--- src/hdl/imuac_pkg.sv ---
// Package for the IMU affine axis calibration block.
// Holds widths, register codes, reset values and shared types.
// No dependencies; every other file imports it.
package imuac_pkg;

    // Fraction bits of the Q2.14 coefficients
    localparam int COEF_FRAC_BITS = 14;

    localparam int AXES   = 3;
    localparam int RAW_W  = 16;
    localparam int COEF_W = 16;
    localparam int OFS_W  = 16;
    localparam int DIFF_W = RAW_W + 1;
    localparam int PROD_W = COEF_W + DIFF_W;
    localparam int SUM_W  = PROD_W + 2;
    localparam int CORR_W = 20;
    localparam int REG_W  = AXES * COEF_W;
    localparam int IDX_W  = 3;

    // Configuration register indexes
    typedef enum logic [IDX_W-1:0] {
        REG_ACC_ROW0    = 3'd0,
        REG_ACC_ROW1    = 3'd1,
        REG_ACC_ROW2    = 3'd2,
        REG_GYRO_ROW0   = 3'd3,
        REG_GYRO_ROW1   = 3'd4,
        REG_GYRO_ROW2   = 3'd5,
        REG_ACC_OFFSETS = 3'd6,
        REG_GYRO_OFFSETS = 3'd7
    } cfg_idx_t;

    // Unity coefficient and identity rows after reset
    localparam logic [COEF_W-1:0] COEF_ONE = COEF_W'(1 << COEF_FRAC_BITS);
    localparam logic [REG_W-1:0]  ROW0_RESET = REG_W'(COEF_ONE);
    localparam logic [REG_W-1:0]  ROW1_RESET = REG_W'(COEF_ONE) << COEF_W;
    localparam logic [REG_W-1:0]  ROW2_RESET = REG_W'(COEF_ONE) << (2 * COEF_W);

    typedef logic [AXES-1:0][COEF_W-1:0] coef_vec_t;
    typedef logic [AXES-1:0][PROD_W-1:0] prod_vec_t;

    // Full calibration set as held in the register file
    typedef struct packed {
        logic [AXES-1:0][REG_W-1:0] acc_row;
        logic [AXES-1:0][REG_W-1:0] gyro_row;
        logic [REG_W-1:0]           acc_ofs;
        logic [REG_W-1:0]           gyro_ofs;
    } cfg_set_t;

    // Stage load strobes for the lanes
    typedef struct packed {
        logic load_diff;
        logic load_prod;
    } pipe_ctrl_t;

endpackage

--- src/hdl/imuac_lane.sv ---
// One input-axis lane: offset removal, then products with one matrix column.
// Depends on imuac_pkg.
module imuac_lane (
    input  logic                          clk,
    input  imuac_pkg::pipe_ctrl_t         ctrl,
    input  logic                          mode,
    input  logic signed [imuac_pkg::RAW_W-1:0] raw,
    input  logic [imuac_pkg::OFS_W-1:0]   acc_ofs,
    input  logic [imuac_pkg::OFS_W-1:0]   gyro_ofs,
    input  imuac_pkg::coef_vec_t          acc_col,
    input  imuac_pkg::coef_vec_t          gyro_col,
    output imuac_pkg::prod_vec_t          prod
);
    import imuac_pkg::*;

    logic signed [DIFF_W-1:0] diff_reg;
    logic signed [DIFF_W-1:0] diff_next;
    logic [OFS_W-1:0]         ofs_sel;
    coef_vec_t                coef_reg;
    coef_vec_t                coef_next;
    prod_vec_t                prod_reg;
    prod_vec_t                prod_next;

    // Pick the set for this item and remove the offset (17-bit result)
    always_comb
    begin
        ofs_sel   = mode ? gyro_ofs : acc_ofs;
        coef_next = mode ? gyro_col : acc_col;
        diff_next = DIFF_W'(raw) - DIFF_W'($signed(ofs_sel));
    end

    always_ff @(posedge clk)
    begin
        if (ctrl.load_diff)
        begin
            diff_reg <= diff_next;
            coef_reg <= coef_next;
        end
    end

    // Three 16x17 products, one per output row
    always_comb
    begin
        for (int i = 0; i < AXES; i++)
        begin
            prod_next[i] = PROD_W'($signed(coef_reg[i])) * PROD_W'(diff_reg);
        end
    end

    always_ff @(posedge clk)
    begin
        if (ctrl.load_prod)
        begin
            prod_reg <= prod_next;
        end
    end

    assign prod = prod_reg;

endmodule

--- config.mk ---
export PLATFORM = sky130hd
export DESIGN_NAME = imuac_lane
export DESIGN_NICKNAME = d
export VERILOG_FILES = /design/src/hdl/imuac_pkg.sv /design/src/hdl/imuac_lane.sv
export SDC_FILE = /design/constraint.sdc
export NUM_CORES = 2
export LEC_CHECK = 0
export BUFFER_PORTS_ARGS = -buffer_cell sky130_fd_sc_hd__clkbuf_2
export CORE_ASPECT_RATIO = 1.75
export CORE_MARGIN = 2
export CORE_UTILIZATION = 50
export CTS_CLUSTER_DIAMETER = 150
export DETAILED_ROUTE_END_ITERATION = 6
export MAX_ROUTING_LAYER = met4
export PLACE_DENSITY = 0.76
export SETUP_SLACK_MARGIN = 0.5
export SLEW_MARGIN = 0
export SYNTH_ARGS = -nofsm -noshare
export SYNTH_HDL_FRONTEND = slang
export SYNTH_SLANG_ARGS = --single-unit
--- constraint.sdc ---
create_clock -name clk -period 11.68 [get_ports clk]
set_input_delay 1.752 -clock clk [delete_from_list [all_inputs] [get_ports clk]]
set_output_delay 1.752 -clock clk [all_outputs]
set_load 0.005 [all_outputs]
# [Yosys cells after proc, flatten, opt, wreduce, memory -nomap -nowiden]
# Cells that the tools add are included.
[totals] reg_bits=164 latchBits=0 ramBits=0 romBits=0 in_bits=148 out_inout_bits=99 word_cells=13 n_memories=0
[classes] add_sub_neg=1 n_mul=3 n_div=0 order_cmp=0 n_eq_ne=0 shift=0 muxes=2 n_bitwise=0 n_reduce_logical=0
[ops] op="$mul A16 B17 Y33" n=3
[ops] op="$mux W48" n=1
[ops] op="$sub A16 B16 Y17" n=1
[ops] op="$mux W16" n=1

# [Longest topological paths before layout]
[depth] ltp_word=2 ltp_mapped=25 depth_no_buf=23

# [Worst setup path after synthesis]
# OpenSTA, ideal clock, no wires.
[synth_path] path_type="reg-to-reg" from="register diff_reg[16]" to="register prod_reg (netlist bit prod[32]), data pin" setup_time_ns=0.260 arrival_ns=6.336 required_time_ns=11.420 slack_ns=5.085 path_stages_with_launch=23 path_buffers=2 synth_period_minus_slack_ns=6.595 path_cell_list="edfxtp_1 clkbuf_1 clkbuf_1 nand2_1 inv_1 fa_1 fa_1 fa_1 fa_1 fa_1 inv_1 fa_1 inv_1 ha_1 nand4_1 nor4_1 nand3_1 nor4b_2 o21bai_2 a31oi_2 a311o_1 a21oi_2 xnor2_1"
[synth_rtl] item="start, declared" line="imuac_lane.sv:16" source="logic signed [DIFF_W-1:0] diff_reg;"
[synth_rtl] item="start signal, assigned" line="imuac_lane.sv:36" source="diff_reg <= diff_next;"
[synth_rtl] item="end signal, assigned" line="imuac_lane.sv:54" source="prod_reg <= prod_next;"
[synth_rtl] item="end, declared" line="imuac_lane.sv:21" source="prod_vec_t prod_reg;"

==> impl_metrics.csv <==
group,metric,value,unit
run_status,status,"finished, final reports clean",
final_layout,drive_gt1_share,9.383,%
die,die_w,210.3,um
clock_tree,clkTransAtPathRegs,0.07,ns
clock_tree,htree_num_levels,4,
final_layout,largest_reg_flops,99,
placement,dp_hpwl,70.03,mm
route,via_per_inst,5.386,
setup_path,required,11.94,ns
clock_tree,post-cts-setup-buffers,0,
clock_tree,cts-root-buf,"clkbuf_16",
die,coreArea,73830,um2
route,drc,0,
synth,syn-num-nets,4995,
global_route,grt_pass1_wl,145.9,mm
timing,setup_viol,0,
min_path,hold_path.class,"reg -> reg",
timing,worst_pin_slew,1.071,ns
setup_path,cp.arrival,7.34,ns
die,die_h,365.1,um
setup_path,crit_path_max_fanout,17,
global_route,grt-ovfl-total,0,
clock_tree,cts_buffer_depth,2,
global_route,antenna_found_initial,1,
final_layout,n_fill_cell,6476,
synth,synth_cells,3750,
final_layout,layout.nets,5123,
route,drt-initial-drc-count,1387,
timing,max_freq,141.2,MHz
placement,io_buffers,246,
timing,tns,0,ns
timing,drv_slew,0,
placement,place_congestion,0.9024,
setup_path,cp-start-kind,"register",
timing,fin_skew,0.02257,ns
die,dieArea,76780,um2
run,drv_cap,0,
clock_tree,cts_tree,"yes",
synth,synth-main-ff-cell,"edfxtp_1",
route,routedWlPerCell,18.22,um
clock_tree,worstSkewPairLatency,0.52,ns
timing,finalCritPeriodShare,60.64,%
final_layout,syn2layout_area_growth,6.772,%
clock_tree,hold_buffers,0,
setup_path,r2r_slack,4.60,ns
global_route,grt_max_degree,66,
clock_tree,cts_buffers,17,
clock_tree,cts.sinks,164,
setup_path,end_kind,"register",
die,ioPinCount,247,
route,ant_nets,0,
global_route,track_usage,25.60,%
route,vias,26010,
timing,slew_headroom,28.62,%
route,dr.pass1.iters,5,
timing,fin_hold_ws,1.053,ns
global_route,first_global_vias,29130,
synth,syn-cell-area,37250,um2
clock_tree,ctsResizeCount,0,
setup_path,path_class,"reg -> reg",
route,wl,87.97,mm
die,start_util,50.45,%
synth,synth_seq_cells,164,
synth,ys_types,73,
synth,synthArstFlopShare,0,%
synth,ys_seq_area_share,13.22,%
timing,hold_violations,0,
synth,synth-edff-count,164,
timing,fin_crit,7.083,ns
synth,yosysWarnings,0,
die,core.rowCount,132,
synth,synth.avg_cell_area,9.932,um2
timing,rsz0062_at_grt,"no",
==> critical path, stage by stage, from the launching register on <==
cell and delay [ns]:
edfxtp_1 0.75, nand2_1 0.19, inv_1 0.15, fa_1 0.55, fa_1 0.89, fa_1 0.52
fa_1 0.51, fa_1 0.49, inv_1 0.05, fa_1 0.48, inv_1 0.05, ha_1 0.35
nand4_1 0.20, nor4_1 0.37, nand3_1 0.14, nor4b_2 0.33, o21bai_2 0.15, a31oi_2 0.25
a311o_1 0.22, a21oi_2 0.07, xnor2_1 0.12
==> metrics by stage <==
stage / cell area [um2] / cells / setup WS (ns) / utilization, %
2_1_floorplan: 37250 / 3750 / 5.085 / -
3_3_place_gp: 39210 / 4797 / 4.775 / 53.11
3_5_place_dp: 39210 / 4797 / 4.621 / 53.11
4_1_cts: 39770 / 4828 / 4.597 / 53.86
5_1_grt: 39770 / 4829 / 4.165 / 53.87
6_report: 39770 / 4829 / 4.597 / 53.87
==> cells by family after synthesis <==
family	synth area share, %
compound gates	4.619
xor+xnor	2.798
fa+ha+maj	53.56
buf+inv	10.77
flops	13.22
mux	1.911
simple gates	13.12
==> layout by cell type, fill, tap and decap left out, drive strengths merged, types with 8 or more instances in the layout <==
| master | synthesis | layout |
|---|---|---|
| a211oi | 15 | 15 |
| a21o | 37 | 37 |
| a21oi | 71 | 71 |
| and2 | 380 | 380 |
| and3 | 8 | 8 |
| buf | 12 | 22 |
| clkbuf | 144 | 260 |
| clkinv | 0 | 8 |
| edfxtp | 164 | 164 |
| fa | 829 | 829 |
| ha | 268 | 268 |
| inv | 911 | 915 |
| mux2 | 49 | 49 |
| mux2i | 16 | 16 |
| nand2 | 419 | 419 |
| nand2b | 18 | 18 |
| nand3 | 14 | 14 |
| nand4 | 8 | 8 |
| nor2 | 93 | 93 |
| nor3 | 14 | 14 |
| o21a | 12 | 12 |
| o21ai | 48 | 48 |
| o21bai | 19 | 19 |
| xnor2 | 92 | 92 |
| xor2 | 27 | 27 |
==> path summary, 6_finish.rpt <==
kind,startpoint,endpoint,depth (start not counted)
worst max-delay path,coef_reg[1]$_DFFE_PP_,prod[32]$_DFFE_PP_,20
worst min-delay path,coef_reg[0]$_DFFE_PP_,prod[0]$_DFFE_PP_,1
worst max register to register,coef_reg[1]$_DFFE_PP_,prod[32]$_DFFE_PP_,20
worst min register to register,coef_reg[0]$_DFFE_PP_,prod[0]$_DFFE_PP_,1
==> synth_stat cells (14+ instances only) <==
cell / instances / area, um2
a21o_1: 35 / 262.8
nand2_1: 419 / 1573
o21ai_0: 44 / 220.2
ha_1: 268 / 3353
and2_1: 380 / 2377
nor2_1: 93 / 349.1
xor2_1: 27 / 236.5
nand3_1: 14 / 70.07
o21bai_1: 18 / 135.1
mux2i_1: 16 / 160.2
fa_1: 829 / 16600
mux2_2: 49 / 551.8
xnor2_1: 92 / 805.8
edfxtp_1: 164 / 4925
a21oi_1: 68 / 340.3
a211oi_1: 14 / 105.1
nand2b_1: 18 / 112.6
clkbuf_1: 143 / 536.8
inv_1: 911 / 3420
==> per-layer routing <==
layer	track usage [%]	part of all wire (%)	vias up
met1	27.23	35	13330
met3	3.129	5.4	292
li1	-	-	11420
met2	45.48	54	968
met5	-	0	-
met4	15.52	6.3	0
==> cell type report <==
type / count / area [um2] / area share, %
clock inverter: 14 / 130.1 / 0.3272
clock buffer: 17 / 425.4 / 1.070
antenna: 1 / 2.502 / 0.006292
inverter: 911 / 3420 / 8.599
tap: 938 / 1174 / 2.951
multi-input combinational: 2519 / 28310 / 71.19
timing repair buffer: 265 / 1381 / 3.473
sequential: 164 / 4925 / 12.38
Power is left out: the tool's default activity adds up to more than one toggle a clock period on the data nets, which glitch-free logic cannot reach.
