### src/hdl/imuac_pkg.sv
// Package for the IMU affine axis calibration block.
// Holds widths, register codes, reset values and shared types.
// No dependencies; every other file imports it.
package imuac_pkg;

    // Fraction bits of the Q2.14 coefficients
    localparam int COEF_FRAC_BITS = 14;

    localparam int AXES   = 3;
    localparam int RAW_W  = 16;
    localparam int COEF_W = 16;
    localparam int OFS_W  = 16;
    localparam int DIFF_W = RAW_W + 1;
    localparam int PROD_W = COEF_W + DIFF_W;
    localparam int SUM_W  = PROD_W + 2;
    localparam int CORR_W = 20;
    localparam int REG_W  = AXES * COEF_W;
    localparam int IDX_W  = 3;

    // Configuration register indexes
    typedef enum logic [IDX_W-1:0] {
        REG_ACC_ROW0    = 3'd0,
        REG_ACC_ROW1    = 3'd1,
        REG_ACC_ROW2    = 3'd2,
        REG_GYRO_ROW0   = 3'd3,
        REG_GYRO_ROW1   = 3'd4,
        REG_GYRO_ROW2   = 3'd5,
        REG_ACC_OFFSETS = 3'd6,
        REG_GYRO_OFFSETS = 3'd7
    } cfg_idx_t;

    // Unity coefficient and identity rows after reset
    localparam logic [COEF_W-1:0] COEF_ONE = COEF_W'(1 << COEF_FRAC_BITS);
    localparam logic [REG_W-1:0]  ROW0_RESET = REG_W'(COEF_ONE);
    localparam logic [REG_W-1:0]  ROW1_RESET = REG_W'(COEF_ONE) << COEF_W;
    localparam logic [REG_W-1:0]  ROW2_RESET = REG_W'(COEF_ONE) << (2 * COEF_W);

    typedef logic [AXES-1:0][COEF_W-1:0] coef_vec_t;
    typedef logic [AXES-1:0][PROD_W-1:0] prod_vec_t;

    // Full calibration set as held in the register file
    typedef struct packed {
        logic [AXES-1:0][REG_W-1:0] acc_row;
        logic [AXES-1:0][REG_W-1:0] gyro_row;
        logic [REG_W-1:0]           acc_ofs;
        logic [REG_W-1:0]           gyro_ofs;
    } cfg_set_t;

    // Stage load strobes for the lanes
    typedef struct packed {
        logic load_diff;
        logic load_prod;
    } pipe_ctrl_t;

endpackage

### src/hdl/imuac_cfg_regs.sv
// Configuration register file: two 3x3 matrices and two offset vectors.
// Depends on imuac_pkg.
module imuac_cfg_regs (
    input  logic                   clk,
    input  logic                   rst_n,
    input  logic                   wr_en,
    input  logic [imuac_pkg::IDX_W-1:0] wr_index,
    input  logic [imuac_pkg::REG_W-1:0] wr_data,
    output imuac_pkg::cfg_set_t    cfg_set
);
    import imuac_pkg::*;

    cfg_set_t set_reg;

    // Register writes; identity matrices and zero offsets after reset
    always_ff @(posedge clk or negedge rst_n)
    begin
        if (!rst_n)
        begin
            set_reg.acc_row[0]  <= ROW0_RESET;
            set_reg.acc_row[1]  <= ROW1_RESET;
            set_reg.acc_row[2]  <= ROW2_RESET;
            set_reg.gyro_row[0] <= ROW0_RESET;
            set_reg.gyro_row[1] <= ROW1_RESET;
            set_reg.gyro_row[2] <= ROW2_RESET;
            set_reg.acc_ofs     <= '0;
            set_reg.gyro_ofs    <= '0;
        end
        else if (wr_en)
        begin
            unique case (cfg_idx_t'(wr_index))
                REG_ACC_ROW0:     set_reg.acc_row[0]  <= wr_data;
                REG_ACC_ROW1:     set_reg.acc_row[1]  <= wr_data;
                REG_ACC_ROW2:     set_reg.acc_row[2]  <= wr_data;
                REG_GYRO_ROW0:    set_reg.gyro_row[0] <= wr_data;
                REG_GYRO_ROW1:    set_reg.gyro_row[1] <= wr_data;
                REG_GYRO_ROW2:    set_reg.gyro_row[2] <= wr_data;
                REG_ACC_OFFSETS:  set_reg.acc_ofs     <= wr_data;
                REG_GYRO_OFFSETS: set_reg.gyro_ofs    <= wr_data;
                default:          set_reg.acc_ofs     <= set_reg.acc_ofs;
            endcase
        end
    end

    assign cfg_set = set_reg;

endmodule

### config.mk
export PLATFORM = sky130hd
export DESIGN_NAME = imuac_cfg_regs
export DESIGN_NICKNAME = d
export VERILOG_FILES = /design/src/hdl/imuac_pkg.sv /design/src/hdl/imuac_cfg_regs.sv
export SDC_FILE = /design/constraint.sdc
export NUM_CORES = 1
export LEC_CHECK = 0
export ABC_AREA = 1
export BUFFER_PORTS_ARGS = -buffer_cell sky130_fd_sc_hd__buf_2
export CAP_MARGIN = 20
export CORE_UTILIZATION = 28
export CTS_CLUSTER_SIZE = 10
export DETAILED_ROUTE_END_ITERATION = 6
export GPL_TIMING_DRIVEN = 1
export PLACE_DENSITY = 0.59
export SLEW_MARGIN = 10
export SYNTH_ARGS = -nofsm -noshare
export SYNTH_HDL_FRONTEND = slang
export SYNTH_SLANG_ARGS = --single-unit
### constraint.sdc
create_clock -name clk -period 1 [get_ports clk]
set_input_delay 0.15 -clock clk [delete_from_list [all_inputs] [get_ports clk]]
set_output_delay 0.15 -clock clk [all_outputs]
set_load 0.005 [all_outputs]
**After elaboration in Yosys (flattened, before gate mapping)**

Cells that the tools add are included.

- Equality and inequality tests: 7
- Reduce and logical (&&, ||, !) cells: 9

Operators with widths:

| operator | count |
|---|---|
| $reduce_and A2 Y1 | 8 |
| $eq A3 B3 Y1 const B | 4 |
| $eq A3 B2 Y1 const B | 2 |
| $eq A3 B1 Y1 const B | 1 |
| $logic_not A3 Y1 | 1 |

- Input bits: 54
- Logic and storage cells: 24
- Register bits after elaboration: 384

**Longest topological paths before layout**

- Depth in word-level cells: 2
- Mapped depth: 8

**Worst setup path before layout**

OpenSTA, ideal clock, no wires.

- Path type: input-to-reg
- Start point: in wr_en
- End point: reg set_reg (netlist bit cfg_set[269])
- Stages on the path: 8
- Buffers on the path: 3
- Path slack: -144 ps
- Arrival: 1027 ps
- Cells stage by stage: inv_1 > nor2_1 > buf_2 > nand2_1 > buf_2 > buf_2 > nand2_1 > nand2_1

- Longest elaborated chain between the ends: 1

RTL lines:

| item | RTL line | RTL |
|---|---|---|
| from (decl) | imuac_cfg_regs.sv:6 | `input logic wr_en,` |
| $reduce_and A2 Y1 (no line) | - |  |
| to (decl) | imuac_cfg_regs.sv:13 | `cfg_set_t set_reg;` |

Every way passes these cells.
A chain may end at the register's enable or synchronous reset.

**Final worst setup path**

- Start point: reg set_reg (netlist bit cfg_set[318])
- End point: out cfg_set[318] (netlist bit)

RTL lines:

| item | RTL line | RTL |
|---|---|---|
| to (decl) | imuac_cfg_regs.sv:9 | `output imuac_pkg::cfg_set_t cfg_set` |

No word-level cell between the ends.

==> impl_results.md <==
* Area of the multi-input gates at 0.00472 mm2
* Vias after detailed routing at 14244
* Clock-pin slew on the worst setup and hold paths at 60 ps
* Switching power as a share of total power at 28.4%
* Startpoint of the lowest-slack register-to-register path: cfg_set[261]
* Final Non-Filler Cells at 3111
* Critical-path cell with the highest stage delay: sky130_fd_sc_hd__dfstp_2
* Clock Skew at 0 ps
* Final number of setup-violating endpoints at 384
* Number of buffers created by CTS at 45
* # clock sinks at 384
* Top library cells by usage in the layout, fill and taps aside: sky130_fd_sc_hd__nand2_1, sky130_fd_sc_hd__buf_2, sky130_fd_sc_hd__dfrtp_1
* Crit path capture: cfg_set[318]
* Worst-case vdd ir drop at 1.29 mV
* Die height at 233 um
* Setup slack of the worst register-to-register path at 120 ps
* Leakage at 12.6 nW
* Capturing element type of the critical path: output port
* Power share of the sequential group at 43.1%
* Gpl congestion at 0.824
* Die area at 0.0544 mm2
* Measured slew at the worst slew-check pin at 326 ps
* Pin count of the biggest net entering global routing at 53
* Synth area leaders: sky130_fd_sc_hd__dfrtp_1, sky130_fd_sc_hd__nand2_1, sky130_fd_sc_hd__nand3_1
* Area share of the largest cell type after synthesis at 63.2%
* Critical path required time at 850 ps
* Min-delay worst type: primary input to async pin
* Type of the setup path with the least slack: register to output port
* Initial antenna violation count at 0
* Total count of hold-check failures in the final report at 0
* Share of synthesized area occupied by flip-flops and latches at 64.2%
* Share of final-layout standard cells stronger than drive strength 1 at 33.1%
* HPWL after detailed placement at 38400 um
* Worst setup timing slack at the placement stage at -295 ps
* Placed Area at 0.0184 mm2
* Synthesized area divided by synthesized cell count at 8.75 um2
* Yosys synthesis warning count at 0
* End of the worst register-to-register path: cfg_set[261]
* Number of distinct standard cells referenced by the synthesized netlist at 13
* Cell type contributing the most total cell area after synthesis: sky130_fd_sc_hd__dfrtp_1
* Number of fill cells in the layout at 5225
* Post-Route WL at 57400 um
* I/O pin count at 438
* Final clock period utilization by the worst path at 135%
* Final net count at 2440
* Post-detailed-route via-to-cell ratio at 4.58
* Critical Path Max Stage Delay at 540 ps
* Total number of cells along the worst setup path at 1
* Peak Freq at 743 MHz
* Critical path startpoint: cfg_set[318]
* TritonCTS clock tree: built
* Switching power at 0.0133 W
* GRT overflow at 0
* Synth Register Bits at 384
* Maximum Capacitance Violations at 0
* Clk pwr share at 33.7%
* Global routing usage summed across all routing layers at 20.4%
* Initial DRC count at 1083
* Share of total power in combinational logic at 23.3%
* Placed Cells at 2763
* Die boundary width at 233 um
* Maximum buffer depth of the clock tree at 3
* Family with the most delay on the worst path: flip-flops
* Global-route wire length before repair at 83300 um
* Row count at 84
* Unrepaired setup endpoints after global routing: yes
* Number of flip-flops under the largest register name at 384
* Kind of start point of the critical path: register
* First-pass detailed-route iteration total at 5
* Result of the run: finished with violations
* Effective utilization at floorplan at 28.4%
* Violated checks: negative setup slack
* Buffering stage count on the worst path with inverters included at 1
* Synthesis-to-finish area growth at 47.6%
* Clock tree root driver cell: sky130_fd_sc_hd__clkbuf_16
* Drt drc at 0
* FF/Latch Area at 0.00962 mm2
* Net count of the mapped netlist at 1766
* H-tree levels at 2
* Util after Layout at 42.0%
* Fin worst setup slack at -346 ps
* Detail-routed net length per standard cell at 18.5 um
* Internal at 0.0336 W
* Accumulated negative setup slack at -86240 ps
* CP arrival at 1200 ps
* Total power per unit cell area at 2120 mW/mm2
* Cell-by-cell listing of the critical path: buf_6
* Fin crit period at 1350 ps
* Number of diodes at 0
* Synthesized instance count at 1712
* IO Port Bufs at 437
* Slew headroom at 78.3%
* Total core area at 0.0527 mm2
* Source-to-sink clock delay at the later pin of the worst-skew pair at 560 ps
* Most frequent standard cell in the layout excluding fill and tap cells: sky130_fd_sc_hd__nand2_1
* Via count of the first global-routing pass at 13330
* Post-detailed-route count of antenna-violating nets at 0
* Post-route cell area at 0.0221 mm2
* Number of cell instances on the worst register-to-register path at 4
* Post-synth design cell area at 0.0150 mm2
* Final number of max-transition violations at 0
* Max FO, Critical Path at 2
==> Yosys cell counts <==
cell type and instances:
sky130_fd_sc_hd__nand2_1 973, sky130_fd_sc_hd__dfrtp_1 378, sky130_fd_sc_hd__nand3_1 192, sky130_fd_sc_hd__buf_2 56, sky130_fd_sc_hd__clkbuf_2 44, sky130_fd_sc_hd__clkbuf_1 43, sky130_fd_sc_hd__dfstp_2 6, sky130_fd_sc_hd__nor2_1 6
sky130_fd_sc_hd__buf_1 5, sky130_fd_sc_hd__inv_1 5, sky130_fd_sc_hd__nor2_2 2, sky130_fd_sc_hd__buf_4 1, sky130_fd_sc_hd__clkinv_1 1
==> power groups by stage <==
| stage | sequential [W] | combinational [W] | clock (W) |
|---|---|---|---|
| 6_report | 0.0202 | 0.0109 | 0.0158 |
| 3_5_place_dp | 0.0204 | 0.00823 | 0 |
| 4_1_cts | 0.0201 | 0.00967 | 0.0162 |
| 3_3_place_gp | 0.0203 | 0.00808 | 0 |
| 2_1_floorplan | 0.0205 | 0.00286 | 0 |
| 5_1_grt | 0.0205 | 0.0121 | 0.0168 |
==> cells by family after synthesis <==
group | after synthesis | share of synthesized area (%)
buffers and inverters | 155 | 4.75
DFF | 384 | 64.2
and+or+nand+nor | 1173 | 31.0
==> repair_timing <==
item	4_1_cts	5_1_grt
hold buffers	49	1
hold endpoints to repair	768	1
endpoints found under the setup margin	384	384
resized for setup	14	17
setup buffers	107	107
cloned	0	0
==> worst min-delay path by stage <==
stage	endpoint
floorplan	cfg_set[0]
global placement	cfg_set[348]
detailed placement	cfg_set[10]
CTS	cfg_set[9]
global route	cfg_set[348]
finish	cfg_set[10]
==> final cells by class <==
cell class	count	share of cell area (%)
clock buffers	81	5.99
inverters	6	0.108
clock inverters	3	0.311
multi-input cells	1173	21.4
flip-flops and latches	384	43.5
well taps	688	3.89
repair buffers	776	24.8
==> per-stage QoR <==
step	total power (W)	hold slack (ps)
2_1_floorplan	0.0234	-146
3_3_place_gp	0.0284	5.26
3_5_place_dp	0.0286	8.32
4_1_cts	0.0460	-17.7
5_1_grt	0.0493	3.65
6_report	0.0469	23.2
==> routing by layer <==
metal | vias to the layer above | routed length (um) | share of wire, % | GRT usage (%)
li1 | 6606 | - | - | -
met1 | 6909 | 24300 | 42 | 26.9
met2 | 623 | 26700 | 47 | 32.6
met3 | 106 | 4900 | 8.5 | 5.58
met4 | 0 | 1510 | 2.6 | 6.29
met5 | - | 0 | 0 | 0
(Power assumes the default switching activity.)
