[config.mk]
export PLATFORM = sky130hd
export DESIGN_NAME = imuac_merge
export DESIGN_NICKNAME = d
export VERILOG_FILES = /design/src/hdl/imuac_pkg.sv /design/src/hdl/imuac_merge.sv
export SDC_FILE = /design/constraint.sdc
export NUM_CORES = 1
export LEC_CHECK = 0
export ABC_AREA = 1
export ABC_CLOCK_PERIOD_IN_PS = 6600
export BUFFER_PORTS_ARGS = -buffer_cell sky130_fd_sc_hd__buf_2
export CORE_MARGIN = 10
export CORE_UTILIZATION = 57
export CTS_BUF_LIST = sky130_fd_sc_hd__clkbuf_8
export CTS_CLUSTER_SIZE = 20
export DETAILED_ROUTE_END_ITERATION = 7
export MAX_ROUTING_LAYER = met4
export PLACE_DENSITY_LB_ADDON = 0.3
export SYNTH_ARGS = -nofsm -noshare
export SYNTH_HDL_FRONTEND = slang
export SYNTH_SLANG_ARGS = --single-unit
[constraint.sdc]
create_clock -name clk -period 6.6 [get_ports clk]
set_input_delay 0.99 -clock clk [delete_from_list [all_inputs] [get_ports clk]]
set_output_delay 0.99 -clock clk [all_outputs]
set_load 0.05 [all_outputs]
[src/hdl/imuac_pkg.sv]
// Package for the IMU affine axis calibration block.
// Holds widths, register codes, reset values and shared types.
// No dependencies; every other file imports it.
package imuac_pkg;

    // Fraction bits of the Q2.14 coefficients
    localparam int COEF_FRAC_BITS = 14;

    localparam int AXES   = 3;
    localparam int RAW_W  = 16;
    localparam int COEF_W = 16;
    localparam int OFS_W  = 16;
    localparam int DIFF_W = RAW_W + 1;
    localparam int PROD_W = COEF_W + DIFF_W;
    localparam int SUM_W  = PROD_W + 2;
    localparam int CORR_W = 20;
    localparam int REG_W  = AXES * COEF_W;
    localparam int IDX_W  = 3;

    // Configuration register indexes
    typedef enum logic [IDX_W-1:0] {
        REG_ACC_ROW0    = 3'd0,
        REG_ACC_ROW1    = 3'd1,
        REG_ACC_ROW2    = 3'd2,
        REG_GYRO_ROW0   = 3'd3,
        REG_GYRO_ROW1   = 3'd4,
        REG_GYRO_ROW2   = 3'd5,
        REG_ACC_OFFSETS = 3'd6,
        REG_GYRO_OFFSETS = 3'd7
    } cfg_idx_t;

    // Unity coefficient and identity rows after reset
    localparam logic [COEF_W-1:0] COEF_ONE = COEF_W'(1 << COEF_FRAC_BITS);
    localparam logic [REG_W-1:0]  ROW0_RESET = REG_W'(COEF_ONE);
    localparam logic [REG_W-1:0]  ROW1_RESET = REG_W'(COEF_ONE) << COEF_W;
    localparam logic [REG_W-1:0]  ROW2_RESET = REG_W'(COEF_ONE) << (2 * COEF_W);

    typedef logic [AXES-1:0][COEF_W-1:0] coef_vec_t;
    typedef logic [AXES-1:0][PROD_W-1:0] prod_vec_t;

    // Full calibration set as held in the register file
    typedef struct packed {
        logic [AXES-1:0][REG_W-1:0] acc_row;
        logic [AXES-1:0][REG_W-1:0] gyro_row;
        logic [REG_W-1:0]           acc_ofs;
        logic [REG_W-1:0]           gyro_ofs;
    } cfg_set_t;

    // Stage load strobes for the lanes
    typedef struct packed {
        logic load_diff;
        logic load_prod;
    } pipe_ctrl_t;

endpackage

[src/hdl/imuac_merge.sv]
// Merge stage: sums lane products per output row, floor shift, output register.
// Depends on imuac_pkg.
module imuac_merge (
    input  logic                           clk,
    input  logic                           load,
    input  logic                           mode,
    input  imuac_pkg::prod_vec_t           lane_prod [imuac_pkg::AXES],
    output logic                           sensor_kind,
    output logic signed [imuac_pkg::CORR_W-1:0] corr_x,
    output logic signed [imuac_pkg::CORR_W-1:0] corr_y,
    output logic signed [imuac_pkg::CORR_W-1:0] corr_z
);
    import imuac_pkg::*;

    logic signed [SUM_W-1:0]  sum [AXES];
    logic [CORR_W-1:0]        corr_next [AXES];
    logic [CORR_W-1:0]        corr_reg [AXES];
    logic                     kind_reg;

    // Row sum over the three lanes; arithmetic shift is floor rounding
    always_comb
    begin
        for (int i = 0; i < AXES; i++)
        begin
            sum[i] = SUM_W'($signed(lane_prod[0][i]))
                   + SUM_W'($signed(lane_prod[1][i]))
                   + SUM_W'($signed(lane_prod[2][i]));
            corr_next[i] = sum[i][COEF_FRAC_BITS +: CORR_W];
        end
    end

    always_ff @(posedge clk)
    begin
        if (load)
        begin
            corr_reg <= corr_next;
            kind_reg <= mode;
        end
    end

    assign sensor_kind = kind_reg;
    assign corr_x      = $signed(corr_reg[0]);
    assign corr_y      = $signed(corr_reg[1]);
    assign corr_z      = $signed(corr_reg[2]);

endmodule

==> Word level (Yosys, flattened, before mapping) <==
Cells that the tools add are included.
{ "totals": {"regBits": 61, "elab_cells": 10} }
{ "op_classes": {"add_sub_neg": 6} }
{ "op_table": {"columns": ["op", "count"], "rows": [
  ["$add 33x33->34", 3],
  ["$add 34x33->34", 3]
]} }

==> Depth between registers and ports, before layout <==
Gate-level depths: netlist (run 1).
{ "depth": {"word_depth": 2, "mapped_depth": 16, "ltp_nobuf": 16} }

==> Worst setup path before layout (run 1) <==
OpenSTA, ideal clock, no wires.
{ "synth_path": {"path_type": "input to register", "start": "input port lane_prod[42] (netlist bit)", "end": "register corr_reg (netlist bit corr_y[8]) (data pin)", "setup_time_ns": 0.259, "arrival_ns": 2.694, "required_time_ns": 6.341, "slack_ns": 3.647, "cell_stages": 12, "path_cell_list": "inv_1 > fa_1 > inv_1 > ha_1 > nand2_1 > inv_1 > a21o_1 > a21oi_1 > nand2_2 > nand2_1 > nand2_1 > xor2_1"} }
{ "synth_lines": {"columns": ["element", "line_no", "source"], "rows": [
  ["start, declared", "imuac_merge.sv:7", "input imuac_pkg::prod_vec_t lane_prod [imuac_pkg::AXES],"],
  ["end signal, assigned", "imuac_merge.sv:36", "corr_reg <= corr_next;"],
  ["end, declared", "imuac_merge.sv:17", "logic [CORR_W-1:0] corr_reg [AXES];"]
]} }

==> results of run 1 <==
stage by stage:
| stage | setup slack [ns] | util, % | power, mW |
|---|---|---|---|
| floorplan | 3.647 | - | 2.030 |
| global placement | 3.297 | 70.27 | 2.566 |
| detailed placement | 3.223 | 70.27 | 2.601 |
| CTS | 3.616 | 71.50 | 2.996 |
| global route | 3.434 | 71.50 | 3.235 |
| finish | 3.566 | 71.50 | 3.014 |
worst paths after layout:
check                          from          end  slack, ns  cells after the start
worst max-delay path  lane_prod[69]   corr_z[18]       3.57                     14
worst min-delay path           mode  sensor_kind       0.82                      1
power breakdown:
group          total [mW]  switching, mW  leakage, nW  internal (mW)
logic                2.00           1.38         5.97          0.626
clock network       0.394          0.184        0.105          0.211
registers           0.615         0.0338        0.596          0.581
total                3.01           1.60         6.67           1.42
registers in the layout, indices dropped and copies added, names as in the netlist:
signal,count
corr_x,20
corr_y,20
sensor_kind,1
corr_z,20
worst max-delay path: cells and delay by family:
family                     cells  cell delay (ns)
and+or+nand+nor                8             0.85
adders and majority gates      2             0.84
AOI/OAI and AO/OA              1             0.32
buffers and inverters          3             0.15
layout by cell type (no fill, tap or decap), types with 4 or more instances in the layout:
| cell | synthesis | final |
|---|---|---|
| a21oi_2 | 7 | 7 |
| nand3_1 | 77 | 77 |
| buf_2 | 0 | 360 |
| nand2_2 | 18 | 18 |
| ha_1 | 96 | 96 |
| a21o_1 | 19 | 19 |
| inv_1 | 235 | 235 |
| xor2_1 | 22 | 22 |
| fa_1 | 96 | 96 |
| o21ai_1 | 26 | 26 |
| edfxtp_1 | 61 | 61 |
| nand4_1 | 6 | 6 |
| nand2_1 | 353 | 353 |
| nor3_1 | 16 | 16 |
| o21ai_0 | 24 | 24 |
| nor3_2 | 12 | 12 |
| a31oi_1 | 5 | 5 |
| o21a_1 | 5 | 5 |
| a21oi_1 | 93 | 93 |
| clkbuf_8 | 0 | 9 |
| a21boi_1 | 4 | 4 |
| inv_2 | 14 | 14 |
| nor2_1 | 151 | 151 |
| nor2_2 | 25 | 25 |
layout make-up:
cell class              instances  area share [%]
flip-flops and latches         61           14.76
repair buffers                361           14.58
inverters                     250           7.561
clock buffers                   9          0.9981
well taps                     225           2.268
multi-input cells            1081           59.11
clock inverters                 7          0.7259
logic make-up (layout without fill, tap and decap cells):
kind of cell    after synthesis  in the layout
fa+ha+maj                   192            192
xor+xnor                     25             25
simple gates                666            666
buf+inv                     250            627
compound gates              198            198
flops                        61             61
per-layer routing:
metal,track usage [%],up-vias,wire [um]
met1,33.44,4855,13740
met3,5.135,80,2572
met5,-,-,0
li1,-,5206,-
met4,10.72,0,1096
met2,48.15,496,16330
==> metrics.txt, run 1 <==
Sequential Area roughly 1800 sq um; dpl hpwl ~30,000 um; most frequent CP cell nand2_1; Mapped Area 10,110 sq um; Synth top cells by count nand2_1 (353), inv_1 (235), nor2_1 (151); Vias/cell 5.335; Site Rows 48; Via Count 10,640; final worst-path cycle share between 40 and 50%; Initial Util 58.23%; CP Max Fanout 3; dominant cells by area after synthesis fa_1 (19%), edfxtp_1 (18%), nand2_1 (13%); Pleak 6.673 nW; initial antenna violation count 0; Post-synth EDFFs around 60; cell chosen for the clock root clkbuf_8; setup TNS 0 ns; post-route cell area about 12,000 sq um; Die ar. roughly 23,000 sq um; final setup vio count 0; yosys warns 0; multi-input logic area ~7300 sq um; simple-gate share of the synthesized area between 20% and 30%; fraction of layout cells with a size suffix above 1 about a quarter; initial detailed-routing violation count about 700; max-cap violations 0; Most used DFF post-synth edfxtp_1; Cell Area, Placed between 10,000 and 15,000 sq um; FILL cells between 1,000 and 1,500; Slew Viols, Final 0; mean routed wirelength per cell about 17 um; PortBufs 360; Critical Path Start Type input pin; GP Congestion between 0.9 and 1; H-tree depth 3; Core Box Area 17,360 sq um; fin cells ~2,000; Hold Crit Class input pin to flip-flop; Cell Count Post-Placement 1,978; PD cells 242.8 nW/um^2; Adder-Cell Fraction of Synth Area around 31%; die height 153.2 um; CTS sink count just over 60; WP data required 6.73 ns; Overall Global Routing Usage roughly 29%; Synth cell types 36; largest area contributor in the netlist fa_1; post-CTS setup repair buffer count 0; RSZ-0062 raised after global routing false; slowest cell on the critical path fa_1; CTS tree built; Period minus WS final a little over 3 ns; first-pass GRT wire length roughly 54,000 um; grt total ovfl 0; number of global-route vias before repair around 11,000; Synth top area share roughly a fifth; CTS max path bufs 2; pin count of the biggest net entering global routing 62; Seq/Total Area, Yosys a little under a fifth; most frequent cell after synthesis nand2_1; fin nets 2,256; fmax between 0.3 and 0.4 GHz; CP endpoint kind flip-flop; VDD IR-drop max around 0.00020 V; cells along the critical path buf_2, inv_1, fa_1, inv_1, ha_1, nand2_1, o21ai_1, nand2_1, nand2_1, nand3_1, nand2_1, nand2_1, nand3_1, nand2_1; final hold vios 0; CTS Hold Bufs 0; ys async rst share 0%; synthesized netlist cell count approximately 1,400; Hold WS between 0.8 and 0.9 ns; status finished, final reports clean; post-synth net total approximately 1,900; largest family of logic cells by synthesized area adder cells; multiplexer area fraction after synthesis 0%; final WL approximately 34,000 um; Avg Cell Area, Syn roughly 7.3 sq um; CTS clk-pin slew, worst paths ~0.08 ns; CP arrival 3.16 ns; Crit Path Class input pin to flip-flop; Antenna Nets Post-Route 0; Largest stage delay, worst path ~0.53 ns; Synth Area in Compound Gates 11.45%; post-cts resize count 0; Layout area overhead 22.81%; XOR/XNOR Fraction of Synth Area 2.167%; CTS buffer count 9; Residual DRC 0; Yosys reg bits 61; I/O pin count between 300 and 400; Max-Slew Margin vs Limit 40.79%; n_diodes 0; Slew @ Worst Pin 0.8882 ns; router iterations before antenna repair 6; die width approximately 150 um
Note: power is estimated with default switching activity, not from simulation.
==> run 2: changes to the inputs <==
ABC_CLOCK_PERIOD_IN_PS = 2600   (was 6600)
CORE_UTILIZATION = 48   (was 57)
clock period = 2.6 ns   (was 6.6 ns; I/O delays follow)
==> run 2 against run 1 <==
Against the previous run:
- count of clock-buffer cells in the layout unchanged
- sequential share of layout area is 0.67 points lower
- sequential power rose to 2.5 times the previous value
- wire length up 0.56%
- critical path type unchanged
==> metrics.txt, run 2 (synthesis gave the netlist of run 1 again) <==
PD cells 603.9 nW/um^2 (+150%); WP data required 2.73 ns (-4.00 ns); Overall Global Routing Usage 25.58% (-3.0 points); I/O pin count 361 (unchanged); most common cell after layout, fill and taps aside buf_2; Via Count 10,530 (-1.1%); Site Rows 53 (+10%); fraction of layout cells with a size suffix above 1 28.56% (+2.7 points); mean routed wirelength per cell 16.01 um (-5.4%); final worst-path cycle share roughly nine tenths; initial antenna violation count 2 (+2); CP arrival 2.50 ns (-0.66 ns); pin count of the biggest net entering global routing 62 (unchanged); final setup vio count 0 (unchanged); post-cts resize count 0 (unchanged); grt total ovfl 0 (unchanged); RSZ-0062 raised after global routing false; hold path depth 1 (unchanged); CP endpoint kind flip-flop; fin nets 2,330 (+3.3%); dpl hpwl 30,440 um (+1.8%); number of global-route vias before repair 10,820 (-2.2%); fmax 0.4210 GHz; CP Max Fanout 4 (+1); Antenna Nets Post-Route 0 (unchanged); status finished, final reports clean; initial detailed-routing violation count 591 (-15%); Logic pwr share 69.4% (+2.9 points); Hold Crit Class input pin to flip-flop; CTS buffer count 9 (unchanged); Flop pwr share 19.9% (-0.5 points); Period minus WS final between 2 and 2.5 ns; cells along the critical path buf_2, fa_1, ha_1, a21oi_1, buf_4, o21ai_1, a21boi_1, nor2_1, nor2_2, nand2_1, nand2_1, nand2_1; family with the most delay on the worst path adder cells; hold path start mode; final core utilization 62.26% (-9.2 points); Core Box Area 20,890 sq um (+20%); sw frac 51.96% (-0.99 points); clock share of power 10.7% (-2.4 points); Crit Path Class input pin to flip-flop; H-tree depth 3 (unchanged); cell chosen for the clock root clkbuf_8; post-CTS setup repair buffer count 0 (unchanged); final WL 33,920 um (+0.56%); CP bufs+invs 2 (-1); Layout area overhead 28.69%; Cell Area, Placed 12,830 sq um (+5.2%); Slew @ Worst Pin 0.4461 ns (-0.4421 ns); Max-Slew Margin vs Limit 69.88% (+29 points); stages on the worst setup path 12 (-2); CTS sink count 61 (unchanged); router iterations before antenna repair 5 (-1); final hold vios 0 (unchanged); most frequent cells in the layout buf_2 (360), nand2_1 (353), inv_1 (238), nor2_1 (151); Int Power 3.773 mW (+170%); CTS tree built; Residual DRC 0 (unchanged); max-cap violations 0 (unchanged); GP Congestion 0.9738 (-1.4%); CTS clk-pin slew, worst paths 0.08 ns (about the same); PortBufs 360 (unchanged); die width 165.1 um (+7.8%); Critical Path Start Type input pin; die height 165.1 um (+7.8%); Largest stage delay, worst path 0.48 ns (-0.05 ns); Die ar. 27,260 sq um (+16%); most frequent CP cell nand2_1; slowest cell on the critical path fa_1; Psw 4.081 mW (+160%); post-route cell area 13,010 sq um (+4.8%); Hold Path End sensor_kind; Slew Viols, Final 0 (unchanged); CTS max path bufs 2 (unchanged); Pleak 7.022 nW (+5.2%); Initial Util 48.38% (-9.8 points); first-pass GRT wire length 54,010 um (+0.83%); CTS Hold Bufs 0 (unchanged); VDD IR-drop max 0.0003250 V (+65%); Vias/cell 4.967 (-6.9%)
-- run 2: cell types whose count changed in the layout (fill, tap and decap cells not counted) --
cell and delta:
diode_2 +2, inv_1 +3, buf_4 +73, buf_12 +1
clkinvlp_4 -2, clkinv_2 -3, bufinv_16 -1, clkinv_1 +2
-- run 2: worst max path at each step --
stage                     slack [ns]           from          to
after floorplan                 0.25  lane_prod[42]   corr_y[8]
after global placement         -0.11  lane_prod[48]  corr_y[16]
after detailed placement       -0.14  lane_prod[48]  corr_y[16]
after CTS                       0.27  lane_prod[84]  corr_z[19]
after global routing            0.08  lane_prod[52]  corr_y[16]
final                           0.22  lane_prod[84]  corr_z[19]
-- run 2: cell type report --
cell class / count / area [sq um]
sequential: 61 / 1832
antenna: 2 / 5.005
timing repair buffer: 435 / 2377
clock buffer: 9 / 123.9
tap: 275 / 344.1
clock inverter: 6 / 48.80
fill: 1999 / 7884
multi-input combinational: 1081 / 7336
inverter: 250 / 938.4
-- run 2: through the flow --
stage / setup TNS [ns] / worst slack (ns) / std cells / power, mW / hold WS, ns
finish: 0 / 0.2248 / 2119 / 7.854 / 0.1936
global route: 0 / 0.08167 / 2119 / 8.494 / 0.1830
CTS: 0 / 0.2692 / 2117 / 7.859 / 0.1799
detailed placement: -0.9836 / -0.1351 / 2102 / 6.998 / 0.5718
global placement: -0.5856 / -0.1117 / 2102 / 6.966 / 0.5679
floorplan: 0 / 0.2467 / 1392 / 5.153 / 0.4889
-- run 2: layer usage --
metal	routed length [um]	part of all wire (%)	vias to the layer above	GRT usage (%)
li1	-	-	5357	-
met2	15800	47	368	41.63
met5	0	0	-	-
met3	2606	7.7	42	4.115
met4	760	2.2	0	7.448
met1	14760	44	4758	32.30
-- run 2: power groups by stage --
stage	combinational, mW	clock (mW)	sequential [mW]
floorplan	2.64	0	2.51
global placement	5.39	0	1.58
detailed placement	5.42	0	1.58
CTS	5.44	0.852	1.56
global route	6.02	0.890	1.58
finish	5.45	0.842	1.56
